[config.mk]
export PLATFORM = sky130hd
export DESIGN_NAME = gated_vitals_sliding_average_core
export DESIGN_NICKNAME = d
export VERILOG_FILES = /design/src/rtl/gvsa_pkg.sv /design/src/rtl/gvsa_ctrl.sv /design/src/rtl/gvsa_datapath.sv /design/src/rtl/gated_vitals_sliding_average_core.sv
export SDC_FILE = /design/constraint.sdc
export NUM_CORES = 1
export LEC_CHECK = 0
export ABC_AREA = 0
export ABC_CLOCK_PERIOD_IN_PS = 3500
export BUFFER_PORTS_ARGS = -buffer_cell sky130_fd_sc_hd__buf_2
export CORE_ASPECT_RATIO = 1.4
export CORE_MARGIN = 5
export CORE_UTILIZATION = 61
export DETAILED_ROUTE_END_ITERATION = 8
export PLACE_DENSITY = 0.81
export SLEW_MARGIN = 20
export SYNTH_ARGS = -nofsm -noshare
export SYNTH_HDL_FRONTEND = slang
export SYNTH_SLANG_ARGS = --single-unit
[constraint.sdc]
create_clock -name i_clk -period 3.5 [get_ports i_clk]
set_input_delay 0.175 -clock i_clk [delete_from_list [all_inputs] [get_ports i_clk]]
set_output_delay 0.175 -clock i_clk [all_outputs]
set_load 0.005 [all_outputs]
[src/rtl/gvsa_pkg.sv]
package gvsa_pkg;

    // Field widths of one reading and one result.
    localparam int HR_W = 12;
    localparam int OX_W = 11;
    localparam int SH_W = 4;

    // Stream data widths, padded to whole bytes.
    localparam int IN_TDATA_W  = 32;
    localparam int OUT_TDATA_W = 32;

    // Input field positions, lowest bit first.
    localparam int IN_HR_LSB    = 0;
    localparam int IN_HR_OK_BIT = 12;
    localparam int IN_OX_LSB    = 13;
    localparam int IN_OX_OK_BIT = 24;
    localparam int IN_BEAT_BIT  = 25;
    localparam int IN_CLEAR_BIT = 26;

    // Output field positions, lowest bit first.
    localparam int OUT_FINGER_BIT = 0;
    localparam int OUT_AHR_LSB    = 1;
    localparam int OUT_AOX_LSB    = 13;
    localparam int OUT_SH_LSB     = 24;

    // Commands from the controller to the datapath.
    typedef struct packed {
        logic capture;
        logic read;
        logic update;
        logic div_start;
        logic div_sel;
        logic load_out;
    } t_dp_cmd;

    // Status from the datapath to the controller.
    typedef struct packed {
        logic div_done;
        logic out_busy;
    } t_dp_status;

endpackage

[src/rtl/gvsa_ctrl.sv]
module gvsa_ctrl
    import gvsa_pkg::*;
(
    input  logic       i_clk,
    input  logic       i_rst_n,
    input  logic       i_in_valid,
    output logic       o_in_ready,
    input  t_dp_status i_status,
    output t_dp_cmd    o_cmd
);

    typedef enum logic [2:0] {
        S_IDLE,
        S_READ,
        S_UPDATE,
        S_START_HR,
        S_WAIT_HR,
        S_START_OX,
        S_WAIT_OX,
        S_EMIT
    } t_state;

    t_state r_state;
    logic   r_ready;

    // Commands decoded from the current state.
    always_comb begin
        o_cmd           = '0;
        o_cmd.capture   = i_in_valid && r_ready;
        o_cmd.read      = (r_state == S_READ);
        o_cmd.update    = (r_state == S_UPDATE);
        o_cmd.div_start = (r_state == S_START_HR) || (r_state == S_START_OX);
        o_cmd.div_sel   = (r_state == S_START_OX);
        o_cmd.load_out  = (r_state == S_EMIT) && !i_status.out_busy;
    end

    assign o_in_ready = r_ready;

    // Sequencer: one reading at a time, window update and then two divisions.
    always_ff @(posedge i_clk) begin
        if (!i_rst_n) begin
            r_state <= S_IDLE;
            r_ready <= 1'b1;
        end else begin
            case (r_state)
                S_IDLE: begin
                    if (i_in_valid && r_ready) begin
                        r_state <= S_READ;
                        r_ready <= 1'b0;
                    end
                end
                S_READ: begin
                    r_state <= S_UPDATE;
                end
                S_UPDATE: begin
                    r_state <= S_START_HR;
                end
                S_START_HR: begin
                    r_state <= S_WAIT_HR;
                end
                S_WAIT_HR: begin
                    if (i_status.div_done) begin
                        r_state <= S_START_OX;
                    end
                end
                S_START_OX: begin
                    r_state <= S_WAIT_OX;
                end
                S_WAIT_OX: begin
                    if (i_status.div_done) begin
                        r_state <= S_EMIT;
                    end
                end
                S_EMIT: begin
                    if (!i_status.out_busy) begin
                        r_state <= S_IDLE;
                        r_ready <= 1'b1;
                    end
                end
                default: begin
                    r_state <= S_IDLE;
                    r_ready <= 1'b1;
                end
            endcase
        end
    end

endmodule

[src/rtl/gvsa_datapath.sv]
module gvsa_datapath
    import gvsa_pkg::*;
#(
    parameter int WINDOW_DEPTH = 8
) (
    input  logic                   i_clk,
    input  logic                   i_rst_n,
    input  logic [IN_TDATA_W-1:0]  i_in_data,
    input  t_dp_cmd                i_cmd,
    output t_dp_status             o_status,
    input  logic                   i_out_ready,
    output logic                   o_out_valid,
    output logic [OUT_TDATA_W-1:0] o_out_data
);

    localparam int SLOT_W   = (WINDOW_DEPTH > 1) ? $clog2(WINDOW_DEPTH) : 1;
    localparam int CNT_W    = $clog2(WINDOW_DEPTH + 1);
    localparam int GROW_W   = (WINDOW_DEPTH > 1) ? $clog2(WINDOW_DEPTH) : 0;
    localparam int RS_W     = HR_W + GROW_W;
    localparam int OS_W     = OX_W + GROW_W;
    localparam int STEP_W   = $clog2(RS_W + 1);
    localparam logic [SLOT_W-1:0] LAST_SLOT = SLOT_W'(WINDOW_DEPTH - 1);
    localparam logic [CNT_W-1:0]  DEPTH_CNT = CNT_W'(WINDOW_DEPTH);

    // Input fields.
    logic [HR_W-1:0] w_in_hr;
    logic            w_in_hr_ok;
    logic [OX_W-1:0] w_in_ox;
    logic            w_in_ox_ok;
    logic            w_in_beat;
    logic            w_in_clear;
    logic            w_in_finger;

    // Captured reading.
    logic [HR_W-1:0] r_hr;
    logic            r_hr_ok;
    logic [OX_W-1:0] r_ox;
    logic            r_ox_ok;
    logic            r_finger;

    // Window storage and bookkeeping.
    logic [HR_W-1:0]         r_mem_hr [WINDOW_DEPTH];
    logic [OX_W-1:0]         r_mem_ox [WINDOW_DEPTH];
    logic [WINDOW_DEPTH-1:0] r_valid;
    logic [SLOT_W-1:0]       r_slot;
    logic [CNT_W-1:0]        r_count;
    logic [RS_W-1:0]         r_rsum;
    logic [OS_W-1:0]         r_osum;
    logic [HR_W-1:0]         r_old_hr;
    logic [OX_W-1:0]         r_old_ox;
    logic                    r_old_vld;

    logic [HR_W-1:0] w_new_hr;
    logic [OX_W-1:0] w_new_ox;
    logic [HR_W-1:0] w_old_hr;
    logic [OX_W-1:0] w_old_ox;

    // Shared bit-serial divider.
    logic [STEP_W-1:0] r_div_cnt;
    logic [RS_W-1:0]   r_quo;
    logic [CNT_W-1:0]  r_rem;
    logic              r_div_sel;
    logic [CNT_W:0]    w_trial;
    logic              w_qbit;
    logic [CNT_W-1:0]  w_rem_next;
    logic [RS_W-1:0]   w_quo_next;
    logic [RS_W-1:0]   w_quo_final;

    logic [HR_W-1:0] r_avg_hr;
    logic [OX_W-1:0] r_avg_ox;

    // Output register.
    logic                   r_out_valid;
    logic [OUT_TDATA_W-1:0] r_out_data;
    logic [OUT_TDATA_W-1:0] w_out_pack;
    logic [CNT_W+SH_W-1:0]  w_count_ext;

    // Unpack the reading and detect a finger.
    assign w_in_hr     = i_in_data[IN_HR_LSB +: HR_W];
    assign w_in_hr_ok  = i_in_data[IN_HR_OK_BIT];
    assign w_in_ox     = i_in_data[IN_OX_LSB +: OX_W];
    assign w_in_ox_ok  = i_in_data[IN_OX_OK_BIT];
    assign w_in_beat   = i_in_data[IN_BEAT_BIT];
    assign w_in_clear  = i_in_data[IN_CLEAR_BIT];
    assign w_in_finger = (w_in_hr_ok && (w_in_hr != '0) && w_in_ox_ok && (w_in_ox != '0))
                         || w_in_beat;

    // Capture the reading on its transfer.
    always_ff @(posedge i_clk) begin
        if (i_cmd.capture) begin
            r_hr     <= w_in_hr;
            r_hr_ok  <= w_in_hr_ok;
            r_ox     <= w_in_ox;
            r_ox_ok  <= w_in_ox_ok;
            r_finger <= w_in_finger;
        end
    end

    // Invalid values enter the window as zero; unwritten entries read as zero.
    assign w_new_hr = r_hr_ok ? r_hr : '0;
    assign w_new_ox = r_ox_ok ? r_ox : '0;
    assign w_old_hr = r_old_vld ? r_old_hr : '0;
    assign w_old_ox = r_old_vld ? r_old_ox : '0;

    // Window memories: read the slot about to be replaced, then write it.
    always_ff @(posedge i_clk) begin
        if (i_cmd.read) begin
            r_old_hr  <= r_mem_hr[r_slot];
            r_old_ox  <= r_mem_ox[r_slot];
            r_old_vld <= r_valid[r_slot];
        end
        if (i_cmd.update && r_finger) begin
            r_mem_hr[r_slot] <= w_new_hr;
            r_mem_ox[r_slot] <= w_new_ox;
        end
    end

    // Valid bits, write slot, fill count and running sums.
    always_ff @(posedge i_clk) begin
        if (!i_rst_n) begin
            r_valid <= '0;
            r_slot  <= '0;
            r_count <= '0;
            r_rsum  <= '0;
            r_osum  <= '0;
        end else if (i_cmd.capture && w_in_clear) begin
            r_valid <= '0;
            r_slot  <= '0;
            r_count <= '0;
            r_rsum  <= '0;
            r_osum  <= '0;
        end else if (i_cmd.update && r_finger) begin
            r_valid[r_slot] <= 1'b1;
            r_rsum <= r_rsum - RS_W'(w_old_hr) + RS_W'(w_new_hr);
            r_osum <= r_osum - OS_W'(w_old_ox) + OS_W'(w_new_ox);
            r_slot <= (r_slot == LAST_SLOT) ? '0 : r_slot + 1'b1;
            if (r_count != DEPTH_CNT) begin
                r_count <= r_count + 1'b1;
            end
        end
    end

    // One restoring division step: the top sum bit shifts into the remainder, the quotient bit shifts in below.
    assign w_trial     = {r_rem, r_quo[RS_W-1]};
    assign w_qbit      = (w_trial >= {1'b0, r_count});
    assign w_rem_next  = w_qbit ? CNT_W'(w_trial - {1'b0, r_count}) : w_trial[CNT_W-1:0];
    assign w_quo_next  = {r_quo[RS_W-2:0], w_qbit};
    assign w_quo_final = (r_count == '0) ? '0 : w_quo_next;

    always_ff @(posedge i_clk) begin
        if (!i_rst_n) begin
            r_div_cnt <= '0;
        end else if (i_cmd.div_start) begin
            r_div_cnt <= STEP_W'(RS_W);
        end else if (r_div_cnt != '0) begin
            r_div_cnt <= r_div_cnt - 1'b1;
        end
    end

    always_ff @(posedge i_clk) begin
        if (i_cmd.div_start) begin
            r_quo     <= i_cmd.div_sel ? RS_W'(r_osum) : r_rsum;
            r_rem     <= '0;
            r_div_sel <= i_cmd.div_sel;
        end else if (r_div_cnt != '0) begin
            r_quo <= w_quo_next;
            r_rem <= w_rem_next;
        end
    end

    // Store the quotient on the last step; an empty window averages to zero.
    always_ff @(posedge i_clk) begin
        if (r_div_cnt == STEP_W'(1)) begin
            if (r_div_sel) begin
                r_avg_ox <= w_quo_final[OX_W-1:0];
            end else begin
                r_avg_hr <= w_quo_final[HR_W-1:0];
            end
        end
    end

    // Pack the result.
    assign w_count_ext = {{SH_W{1'b0}}, r_count};
    always_comb begin
        w_out_pack                           = '0;
        w_out_pack[OUT_FINGER_BIT]           = r_finger;
        w_out_pack[OUT_AHR_LSB +: HR_W]      = r_avg_hr;
        w_out_pack[OUT_AOX_LSB +: OX_W]      = r_avg_ox;
        w_out_pack[OUT_SH_LSB +: SH_W]       = w_count_ext[SH_W-1:0];
    end

    // Output register holds a result until its transfer.
    always_ff @(posedge i_clk) begin
        if (!i_rst_n) begin
            r_out_valid <= 1'b0;
        end else if (i_cmd.load_out) begin
            r_out_valid <= 1'b1;
        end else if (i_out_ready) begin
            r_out_valid <= 1'b0;
        end
    end

    always_ff @(posedge i_clk) begin
        if (i_cmd.load_out) begin
            r_out_data <= w_out_pack;
        end
    end

    assign o_status.div_done = (r_div_cnt == '0);
    assign o_status.out_busy = r_out_valid && !i_out_ready;
    assign o_out_valid       = r_out_valid;
    assign o_out_data        = r_out_data;

endmodule

[src/rtl/gated_vitals_sliding_average_core.sv]
// Sliding-window average of pulse-oximeter readings. Each reading on the slave
// stream gives exactly one result on the master stream. A finger counts as
// present when both readings are valid and nonzero or a beat was seen; only
// then do the two values (zero where invalid) enter ring windows of
// WINDOW_DEPTH entries. A set clear bit empties both windows before the
// reading is handled. Results carry the finger flag, both window means
// (truncated, zero when empty) and the number of entries held (low four bits).
// Both means are formed in turn by one shared bit-serial divider; readings are
// handled one at a time, and a finished result waits in an output register
// while the next reading is taken in.
module gated_vitals_sliding_average_core
    import gvsa_pkg::*;
#(
    parameter int WINDOW_DEPTH = 8
) (
    input  logic                   i_clk,
    input  logic                   i_rst_n,
    input  logic                   s_axis_tvalid,
    output logic                   s_axis_tready,
    // heart_rate[11:0], heart_rate_valid[12], oxygen_saturation[23:13],
    // oxygen_valid[24], beat_seen[25], clear_window[26], zeros above
    input  logic [IN_TDATA_W-1:0]  s_axis_tdata,
    output logic                   m_axis_tvalid,
    input  logic                   m_axis_tready,
    // finger_present[0], average_heart_rate[12:1], average_oxygen[23:13],
    // samples_held[27:24], zeros above
    output logic [OUT_TDATA_W-1:0] m_axis_tdata
);

    t_dp_cmd    w_cmd;
    t_dp_status w_status;

    // Sequencer.
    gvsa_ctrl u_ctrl (
        .i_clk      (i_clk),
        .i_rst_n    (i_rst_n),
        .i_in_valid (s_axis_tvalid),
        .o_in_ready (s_axis_tready),
        .i_status   (w_status),
        .o_cmd      (w_cmd)
    );

    // Windows, sums, divider and output register.
    gvsa_datapath #(
        .WINDOW_DEPTH (WINDOW_DEPTH)
    ) u_datapath (
        .i_clk       (i_clk),
        .i_rst_n     (i_rst_n),
        .i_in_data   (s_axis_tdata),
        .i_cmd       (w_cmd),
        .o_status    (w_status),
        .i_out_ready (m_axis_tready),
        .o_out_valid (m_axis_tvalid),
        .o_out_data  (m_axis_tdata)
    );

endmodule

==> results of run 1 <==
## state kept, by name, indices dropped and copies added, names as in the netlist, 11 cells and up
name                   cells
u_datapath.r_mem_hr       96
u_datapath.r_mem_ox       88
u_datapath.o_out_data     28
u_datapath.r_quo          15
u_datapath.r_rsum         15
u_datapath.r_osum         14
u_datapath.r_avg_hr       12
u_datapath.r_hr           12
u_datapath.r_old_hr       12
u_datapath.r_avg_ox       11
u_datapath.r_old_ox       11
u_datapath.r_ox           11
## layout by cell type (no fill, tap or decap), drive strengths merged, types with 4 or more instances in the layout
| cell | Yosys | layout |
|---|---|---|
| a22oi | 14 | 14 |
| a21o | 10 | 10 |
| nand3 | 24 | 24 |
| nand3b | 4 | 4 |
| o21a | 8 | 8 |
| nor4 | 8 | 8 |
| inv | 107 | 110 |
| a221oi | 20 | 20 |
| dfxtp | 57 | 57 |
| and3 | 19 | 19 |
| mux2i | 9 | 9 |
| xnor2 | 10 | 10 |
| nand2 | 109 | 109 |
| o22ai | 7 | 7 |
| conb | 1 | 4 |
| a21oi | 58 | 58 |
| nor3b | 4 | 4 |
| clkbuf | 40 | 40 |
| mux4 | 20 | 20 |
| o311ai | 5 | 5 |
| or3 | 4 | 4 |
| edfxtp | 301 | 301 |
| dlygate4sd3 | 0 | 29 |
| o21ai | 43 | 43 |
| nor2 | 64 | 64 |
| nand4 | 7 | 7 |
| clkinv | 2 | 12 |
| o31a | 4 | 4 |
| and2 | 30 | 30 |
| nor3 | 20 | 20 |
| a31oi | 10 | 10 |
| buf | 18 | 100 |
| fa | 24 | 24 |
| mux2 | 20 | 20 |
| a211oi | 15 | 15 |
| ha | 39 | 39 |
| nor2b | 23 | 23 |
## power by group through the flow
stage	clock network [mW]	registers, mW	logic [mW]
after CTS	3.71	5.14	1.60
final	3.68	5.13	1.63
after detailed placement	0	5.23	1.56
after floorplan	0	5.16	1.22
after global placement	0	5.21	1.50
after global routing	3.92	5.16	1.83
## layer usage
layer / global-route usage [%] / part of all wire, % / vias to the layer above
li1: - / - / 4601
met1: 27.3 / 36 / 4924
met2: 42.7 / 53 / 419
met3: 3.97 / 6.1 / 114
met4: 13.5 / 5.5 / 2
met5: 0 / 0.038 / -
## worst max-delay path by stage
| stage | end | cells after the start | slack, ns | startpoint |
|---|---|---|---|---|
| detailed placement | u_datapath.r_rsum[14] | 12 | 0.15 | u_datapath.r_old_vld |
| floorplan | u_datapath.r_rsum[13] | 11 | 0.54 | u_datapath.r_hr_ok |
| global route | u_datapath.r_rsum[12] | 12 | 0.02 | u_datapath.r_old_vld |
| CTS | u_datapath.r_rsum[14] | 12 | 0.13 | u_datapath.r_old_vld |
| global placement | u_datapath.r_rsum[14] | 12 | 0.24 | u_datapath.r_old_vld |
| finish | u_datapath.r_osum[13] | 9 | 0.18 | u_datapath.r_ox_ok |
## metrics by stage
stage / std cells / hold slack [ns]
3_5_place_dp: 1557 / 0.370
6_report: 1648 / 0.0823
4_1_cts: 1645 / 0.0690
3_3_place_gp: 1557 / 0.369
5_1_grt: 1648 / 0.0834
2_1_floorplan: 1199 / 0.274
## final cells by class
| cell class | instances | area, um2 | share of cell area [%] |
|---|---|---|---|
| tap | 319 | 399 | 2.22 |
| inverter | 109 | 409 | 2.28 |
| timing repair buffer | 129 | 916 | 5.11 |
| clock inverter | 19 | 209 | 1.16 |
| multi-input combinational | 674 | 4920 | 27.4 |
| sequential | 358 | 10200 | 56.8 |
| clock buffer | 40 | 905 | 5.04 |
## repair_timing
action / 4_1_cts / 5_1_grt
setup buffers: 0 / 3
hold endpoints to repair: 29 / 0
hold buffers: 29 / 0
gates resized for setup: 0 / 1
endpoints found under the setup margin: 0 / 2
## logic make-up (layout without fill, tap and decap cells)
| kind of cell | Yosys count | after routing |
|---|---|---|
| flip-flops | 358 | 358 |
| AND/OR/NAND/NOR | 325 | 325 |
| AO/OA/AOI/OAI | 221 | 221 |
| buffers and inverters | 167 | 297 |
| adder cells (fa/ha/maj) | 63 | 63 |
| multiplexers | 49 | 49 |
| XOR/XNOR | 12 | 12 |
| other | 1 | 4 |
## critical path: stages (launching register included)
cell	delay [ns]
edfxtp_1	0.58
and2_1	0.43
fa_1	0.47
ha_1	0.38
a21oi_1	0.37
o21bai_1	0.18
nor3_1	0.21
a21o_1	0.16
mux2i_1	0.25
mux2i_1	0.21
==> results.md, run 1 <==
* Outcome: finished, final reports clean
* Post-DR wirelength/cell at 21.0 um
* Clock Power Share at 35.2%
* ANT nets after route at 0
* Vias per Instance at 6.10
* CP Max Fanout at 11
* RSZ-0062 raised after global routing: no
* RR Endpoint: u_datapath.r_osum[13]
* Reg-to-Reg Start: u_datapath.r_ox_ok
* Setup tns final at 0 ns
* Iteration-0 DRC Markers at 957
* Final Hold Viols at 0
* Synth Instances at 1196
* CTS tree: done
* Leakage at 6.57 nW
* Net Sw Frac at 26.0%
* Number of I/O pins at 70
* CTS Buf Count at 34
* Placed Area at 0.0165 mm2
* Reg-to-reg slack, setup at 0.18 ns
* Gp weighted congestion at 0.863
* I/O Buffers at 60
* Most numerous cell in the Yosys netlist: edfxtp_1
* Top_reg_cell synth: edfxtp_1
* XOR/XNOR Fraction of Synth Area at 0.668%
* Die Wd at 146 um
* PnR worst setup slack at 0.184 ns
* CTS Buffer Depth at 3
* Place WS at 0.148 ns
* Register share of total power at 49.2%
* Final setup violating endpoints at 0
* Die Y at 200 um
* Max Slew Vio Count at 0
* Worst-margin pin slew at 0.926 ns
* Min cycle time layout at 3.32 ns
* Average size of a mapped cell at 13.1 um2
* WS Path Type: register to register
* Antenna Cells at 0
* Yosys reg bits at 358
* Layout cells sized above 1 at 15.3%
* Post-Layout Inst Area at 0.0179 mm2
* Synth top cells by count: edfxtp_1 (301), nand2_1 (109), inv_1 (107)
* Adder-cell share of the synthesized area at 6.16%
* Post-synthesis cell type with the largest combined area: edfxtp_1
* Reg2Reg Depth at 9
* Root Driver: clkbuf_16
* Worst Hold End: u_ctrl.o_in_ready
* Final net count at 1405
* Clock Latency Late Sink at 0.53 ns
* Post-synthesis simple-gate area fraction at 10.0%
* Setup Skew at 0.00978 ns
* Synth top area share at 57.5%
* Filler Cells Inserted at 1687
* Final period util at 94.7%
* Core area at 0.0254 mm2
* Largest net degree at the start of global routing at 46
* WP data arrival at 3.77 ns
* First-pass DRT Iterations at 6
* H-tree Lvls at 2
* Vias in the first global route at 10200
* Compound-Gate Fraction of Synth Area at 9.37%
* Initial antenna violation count at 1
* Register area share after synthesis at 64.7%
* P_sw at 2.72 mW
* Post-synth EDFFs at 301
* P per Cell Area at 582 mW/mm2
* Final Util at 70.7%
* Synth unique cells at 67
* Gate power share at 15.6%
* WHS Path Cells at 3
* Hold path start: s_axis_tvalid
* Worst Setup End Kind: register
* Design internal power at 7.72 mW
* Full die area at 0.0291 mm2
* DRC at 0
* VDD IR max at 0.553 mV
* Largest family of logic cells by synthesized area: simple AND/OR/NAND/NOR gates
* Starting Density at 61.9%
* GR Overflow Total at 0
* Fmax at 302 MHz
* Area contributors post-synth: edfxtp_1 (57%), dfxtp_1 (7.3%), ha_1 (3.1%)
* Post-Syn Area at 0.0157 mm2
* Mux contribution to synthesized area at 4.87%
* Syn. warnings at 0
* Worst slew margin at 38.0%
* First-pass GRT wire length at 54500 um
* Total number of vias at 10100
* CTS sink count at 358
* CP Launch Type: register
* Tot Pwr at 10.4 mW
* # rows at 69
* Crit path required time at 3.95 ns
* Placed wire-length estimate at 22700 um
* Synth-to-layout area growth at 14.1%
* Reg clk slew, reported paths at 0.07 ns
* Async set or reset register ratio after synthesis at 0%
* Maxcap violations at 0
* GRT Resource Usage Total at 23.9%
* Min-Delay Path Class: input port to register
* Final wirelength at 34700 um
Power figures use the tool's default switching activity.
==> run 2: changes to the inputs <==
--- a/config.mk
+++ b/config.mk
@@ -13,6 +13,7 @@
 export CORE_UTILIZATION = 61
 export DETAILED_ROUTE_END_ITERATION = 8
 export PLACE_DENSITY = 0.81
+export REMOVE_ABC_BUFFERS = 1
 export SLEW_MARGIN = 20
 export SYNTH_ARGS = -nofsm -noshare
 export SYNTH_HDL_FRONTEND = slang
==> run 2 against run 1 <==
Die area stayed put; utilization is 0.67 points lower; hold slack worse by 0.036 ns; power is 4.0% lower; worst setup slack better by 0.15 ns; flip-flop and latch count stayed put; first-iteration DRC count is 14% higher; sequential share of layout area is 0.54 points higher; critical path depth stayed put; routed wire length is 0.40% lower; clock power is 12% lower.
==> results.md, run 2 (same netlist as run 1, synthesis figures left out) <==
* Outcome: finished, final reports clean
* Net Sw Frac at 26.2%
* Biggest register: u_datapath.r_mem_hr
* I/O Buffers at 60
* Post-DR wirelength/cell at 21.1 um
* Post-Place Cells at 1554
* Filler Cells Inserted at 1721
* Design internal power at 7.40 mW
* Largest net degree at the start of global routing at 56
* GR Overflow Total at 0
* Max Slew Vio Count at 0
* Family with the most delay on the worst path: adder cells
* Largest stage delay on the critical path at 0.53 ns
* Final setup violating endpoints at 0
* CP Launch Type: register
* Critical path buffer and inverter count at 0
* Final Hold Viols at 0
* Layout cells sized above 1 at 14.6%
* Max FFs per register at 96
* Worst Setup End Kind: register
* First-pass DRT Iterations at 6
* CP Max Fanout at 11
* CTS Buf Count at 31
* PnR worst setup slack at 0.336 ns
* P_sw at 2.62 mW
* Root Driver: clkbuf_16
* VDD IR max at 0.564 mV
* Antenna Cells at 0
* Register share of total power at 51.2%
* Crit path cell chain: and2_1 > fa_1 > ha_1 > a21oi_1 > o21bai_1 > nor3_1 > a21o_1 > mux2i_1 > mux2i_1
* Maxcap violations at 0
* Worst-margin pin slew at 0.989 ns
* Starting Density at 61.9%
* Worst path most repeated cell: mux2i_1
* Number of I/O pins at 70
* Total number of vias at 10000
* Slowest-stage cell, CP: edfxtp_1
* Gate power share at 16.4%
* H-tree Lvls at 1
* Setup Skew at 0.0132 ns
* Commonest non-fill, non-tap cell in the layout: edfxtp_1
* Placed Area at 0.0165 mm2
* ANT nets after route at 0
* Worst slew margin at 33.5%
* Multi-input gate area at 0.00492 mm2
* Crit path required time at 4.00 ns
* Min cycle time layout at 3.16 ns
* Final Util at 70.0%
* RSZ-0062 raised after global routing: no
* Clock Latency Late Sink at 0.56 ns
* CTS tree: done
* Leakage at 6.46 nW
* Die Y at 200 um
* DRC at 0
* Placed wire-length estimate at 23100 um
* Die Wd at 146 um
* Core area at 0.0254 mm2
* Final wirelength at 34500 um
* Register area at 0.0102 mm2
* WS Path Type: register to register
* Vias per Instance at 6.12
* Gp weighted congestion at 0.841
* WP data arrival at 3.66 ns
* CTS Buffer Depth at 3
* P per Cell Area at 564 mW/mm2
* Full die area at 0.0291 mm2
* Post-Layout Inst Area at 0.0178 mm2
* Fmax at 316 MHz
* Initial antenna violation count at 0
* Min-Delay Path Class: input port to register
* Place WS at 0.191 ns
* Synth-to-layout area growth at 13.0%
* GRT Resource Usage Total at 24.1%
* Setup tns final at 0 ns
* Fin cells at 1638
* # rows at 69
* Iteration-0 DRC Markers at 1093
* Most frequent cells in the layout: edfxtp_1 (301), nand2_1 (109), inv_1 (107)
* CTS sink count at 358
* First-pass GRT wire length at 55300 um
* Final period util at 90.4%
* Reg clk slew, reported paths at 0.07 ns
* Vias in the first global route at 10300
* Final net count at 1398
* Clock Power Share at 32.5%
==> run 2: repair_timing <==
item,in CTS,in global routing
endpoints found under the hold margin,35,0
hold buffers,29,0
resized for setup,0,1
endpoints found under the setup margin,0,3
buffers inserted,0,2
==> run 2: per-layer routing <==
layer  share of wire (%)  global-route usage (%)  vias to the layer above
met4                 4.0                    9.30                        0
met1                  35                    28.1                     4886
met3                 7.6                    4.47                       88
li1                    -                       -                     4586
met2                  53                    44.4                      464
met5                   0                       0                        -
==> run 2: worst min-delay path, stage by stage <==
cell and delay [ns]:
buf_2 0.11, or4b_2 0.19, a21o_1 0.10
==> run 2: layout make-up <==
class / instances / share of cell area (%)
tap: 319 / 2.25
inverter: 109 / 2.30
multi-input combinational: 674 / 27.7
sequential: 358 / 57.3
clock buffer: 38 / 4.51
clock inverter: 15 / 0.845
timing repair buffer: 125 / 5.13
==> run 2: power groups by stage <==
stage	clock [mW]	sequential, mW	combinational (mW)
CTS	3.29	5.14	1.61
global placement	0	5.21	1.50
detailed placement	0	5.23	1.56
floorplan	0	5.18	1.17
finish	3.25	5.13	1.64
global route	3.50	5.16	1.85
==> run 2: worst paths after layout <==
| path | start | depth (start not counted) | slack, ns | to |
|---|---|---|---|---|
| max | u_datapath.r_ox_ok | 9 | 0.34 | u_datapath.r_osum[13] |
| min | s_axis_tvalid | 3 | 0.05 | u_ctrl.o_in_ready |
| max reg2reg | u_datapath.r_ox_ok | 9 | 0.34 | u_datapath.r_osum[13] |
| min reg2reg | u_datapath.r_avg_ox[1] | 0 | 0.41 | u_datapath.o_out_data[14] |
==> run 2: per-stage QoR <==
step                hold WS (ns)  power [mW]
floorplan                  0.274        6.35
global placement           0.367        6.70
detailed placement         0.369        6.79
CTS                       0.0305        10.0
global route              0.0412        10.5
finish                    0.0465        10.0
==> run 3: changes to the inputs <==
--- a/config.mk
+++ b/config.mk
@@ -9,7 +9,7 @@
 export ABC_CLOCK_PERIOD_IN_PS = 3500
 export BUFFER_PORTS_ARGS = -buffer_cell sky130_fd_sc_hd__buf_2
 export CORE_ASPECT_RATIO = 1.4
-export CORE_MARGIN = 5
+export CORE_MARGIN = 1.5
 export CORE_UTILIZATION = 61
 export DETAILED_ROUTE_END_ITERATION = 8
 export PLACE_DENSITY = 0.81
==> run 3 against run 2 <==
Non-clock buffer count is 4 lower; hold slack worse by 0.0036 ns; sequential power hardly changed; critical path type unchanged; clock-buffer cell count is 5 lower; largest power group unchanged; largest cell class unchanged; power is 1.1% higher; clock skew hardly changed; register-to-register slack worse by 0.02 ns.
==> results.md, run 3 (same netlist as run 1, synthesis figures left out) <==
* Outcome: finished, final reports clean
* Vias in the first global route at 10200
* CTS sink count at 358
* ANT nets after route at 0
* Commonest non-fill, non-tap cell in the layout: edfxtp_1
* Clock Latency Late Sink at 0.56 ns
* Min-Delay Path Class: input port to register
* Core area at 0.0254 mm2
* Post-cts resize count at 0
* Largest stage delay on the critical path at 0.54 ns
* Worst slew margin at 25.7%
* Worst-margin pin slew at 1.11 ns
* I/O Buffers at 60
* Critical path buffer and inverter count at 0
* P per Cell Area at 571 mW/mm2
* CTS Buf Count at 31
* Biggest register: u_datapath.r_mem_hr
* Setup Skew at 0.0132 ns
* CP Launch Type: register
* Crit path cell chain: and2_1 > fa_1 > ha_1 > a21oi_1 > o21bai_1 > nor3_1 > a21o_1 > mux2i_1 > mux2i_1
* Fin Hold WS at 0.0429 ns
* Final period util at 91.0%
* DRC at 0
* Final Hold Viols at 0
* Gp weighted congestion at 0.859
* Reg-to-reg slack, setup at 0.31 ns
* CP Max Fanout at 11
* Initial antenna violation count at 1
* Reg clk slew, reported paths at 0.07 ns
* First-pass DRT Iterations at 7
* GR Overflow Total at 0
* Slowest-stage cell, CP: edfxtp_1
* Vias per Instance at 6.09
* Met2 Usage GRT at 47.6%
* First-pass GRT wire length at 52900 um
* Iteration-0 DRC Markers at 1041
* WS Path Type: register to register
* Crit path required time at 3.98 ns
* Register share of total power at 50.7%
* Largest net degree at the start of global routing at 38
* Family with the most delay on the worst path: adder cells
* Fin cells at 1639
* Total number of vias at 9982
* Met3 Track Usage GR at 3.19%
* # rows at 69
* Setup tns final at 0 ns
* Starting Density at 61.9%
* P_sw at 2.66 mW
* RSZ-0062 raised after global routing: no
* Post-Place Cells at 1552
* Max Slew Vio Count at 0
* Most frequent cells in the layout: edfxtp_1 (301), nand2_1 (109), inv_1 (107)
* CTS Buffer Depth at 3
* Final setup violating endpoints at 0
* Clock Power Share at 33.4%
* CTS tree: done
* Die Wd at 139 um
* Post-DR wirelength/cell at 20.6 um
* Filler Cells Inserted at 1695
* Root Driver: clkbuf_16
* H-tree Lvls at 1
* Placed wire-length estimate at 22500 um
* Net Sw Frac at 26.3%
* Gate power share at 15.9%
* VDD IR max at 0.550 mV
* Max FFs per register at 96
* Min cycle time layout at 3.19 ns
* Die Y at 193 um
* Layer with the highest usage: met2
* Number of I/O pins at 70
* GRT Resource Usage Total at 25.5%
* Final net count at 1394
* Worst Setup End Kind: register
* Design internal power at 7.47 mW
* Fmax at 314 MHz
* Synth-to-layout area growth at 12.8%
* WP data arrival at 3.67 ns
* Final wirelength at 33800 um
* Maxcap violations at 0
* Met1 track demand over resource at 29.2%
* Leakage at 6.47 nW
* Full die area at 0.0268 mm2
* Layout cells sized above 1 at 14.7%
* Worst path most repeated cell: mux2i_1
-- run 3: changes by cell type in the layout (fill, tap and decap cells not counted), sizes merged --
cell and delta:
bufinv +1, buf -4, diode +1, clkinv +7, inv +1, clkbuf -5
-- run 3: worst paths after layout --
path,end,depth (start not counted),from
max reg2reg,u_datapath.r_osum[13],9,u_datapath.r_ox_ok
min reg2reg,u_datapath.o_out_data[11],0,u_datapath.r_avg_hr[10]
min,u_ctrl.o_in_ready,3,s_axis_tvalid
max,u_datapath.r_osum[13],9,u_datapath.r_ox_ok
-- run 3: area by class of cell --
cell class              instances  area, um2  area share, %
flip-flops and latches        358      10200           57.4
clock inverters                24        225           1.27
well taps                     319        399           2.25
multi-input cells             674       4910           27.7
clock buffers                  33        783           4.41
repair buffers                121        831           4.68
inverters                     109        409           2.31
diodes                          1       2.50         0.0141
-- run 3: per-layer routing --
layer	up-vias	part of all wire, %
li1	4594	-
met1	4872	36
met2	430	53
met3	86	6.4
met4	0	4.1
met5	-	0
-- run 3: stage by stage --
step	util (%)	instance area, um2	setup slack, ns	power [mW]
4_1_cts	69.9	17700	0.346	10.2
3_5_place_dp	64.8	16400	0.358	6.79
3_3_place_gp	64.8	16400	0.410	6.70
2_1_floorplan	-	15500	0.0755	6.35
6_report	69.9	17700	0.314	10.1
5_1_grt	69.9	17700	0.0590	10.6
-- run 3: worst register-to-register path: stages (launching register included) --
cell      delay [ns]
edfxtp_1        0.54
and2_1          0.40
fa_1            0.47
ha_1            0.37
a21oi_1         0.35
o21bai_1        0.16
nor3_1          0.21
a21o_1          0.17
mux2i_1         0.23
mux2i_1         0.20
-- run 3: power groups by stage --
| stage | Clock (mW) | Sequential (mW) | Combinational [mW] |
|---|---|---|---|
| 6_report | 3.39 | 5.13 | 1.61 |
| 5_1_grt | 3.60 | 5.16 | 1.82 |
| 4_1_cts | 3.43 | 5.14 | 1.60 |
| 3_5_place_dp | 0 | 5.23 | 1.56 |
| 3_3_place_gp | 0 | 5.21 | 1.49 |
| 2_1_floorplan | 0 | 5.18 | 1.17 |
-- run 3: timing repair --
action                     in CTS  in global routing
setup endpoints to repair       0                  0
hold buffers                   29                  0
setup buffers                   0                  0
hold endpoints to repair       35                  0
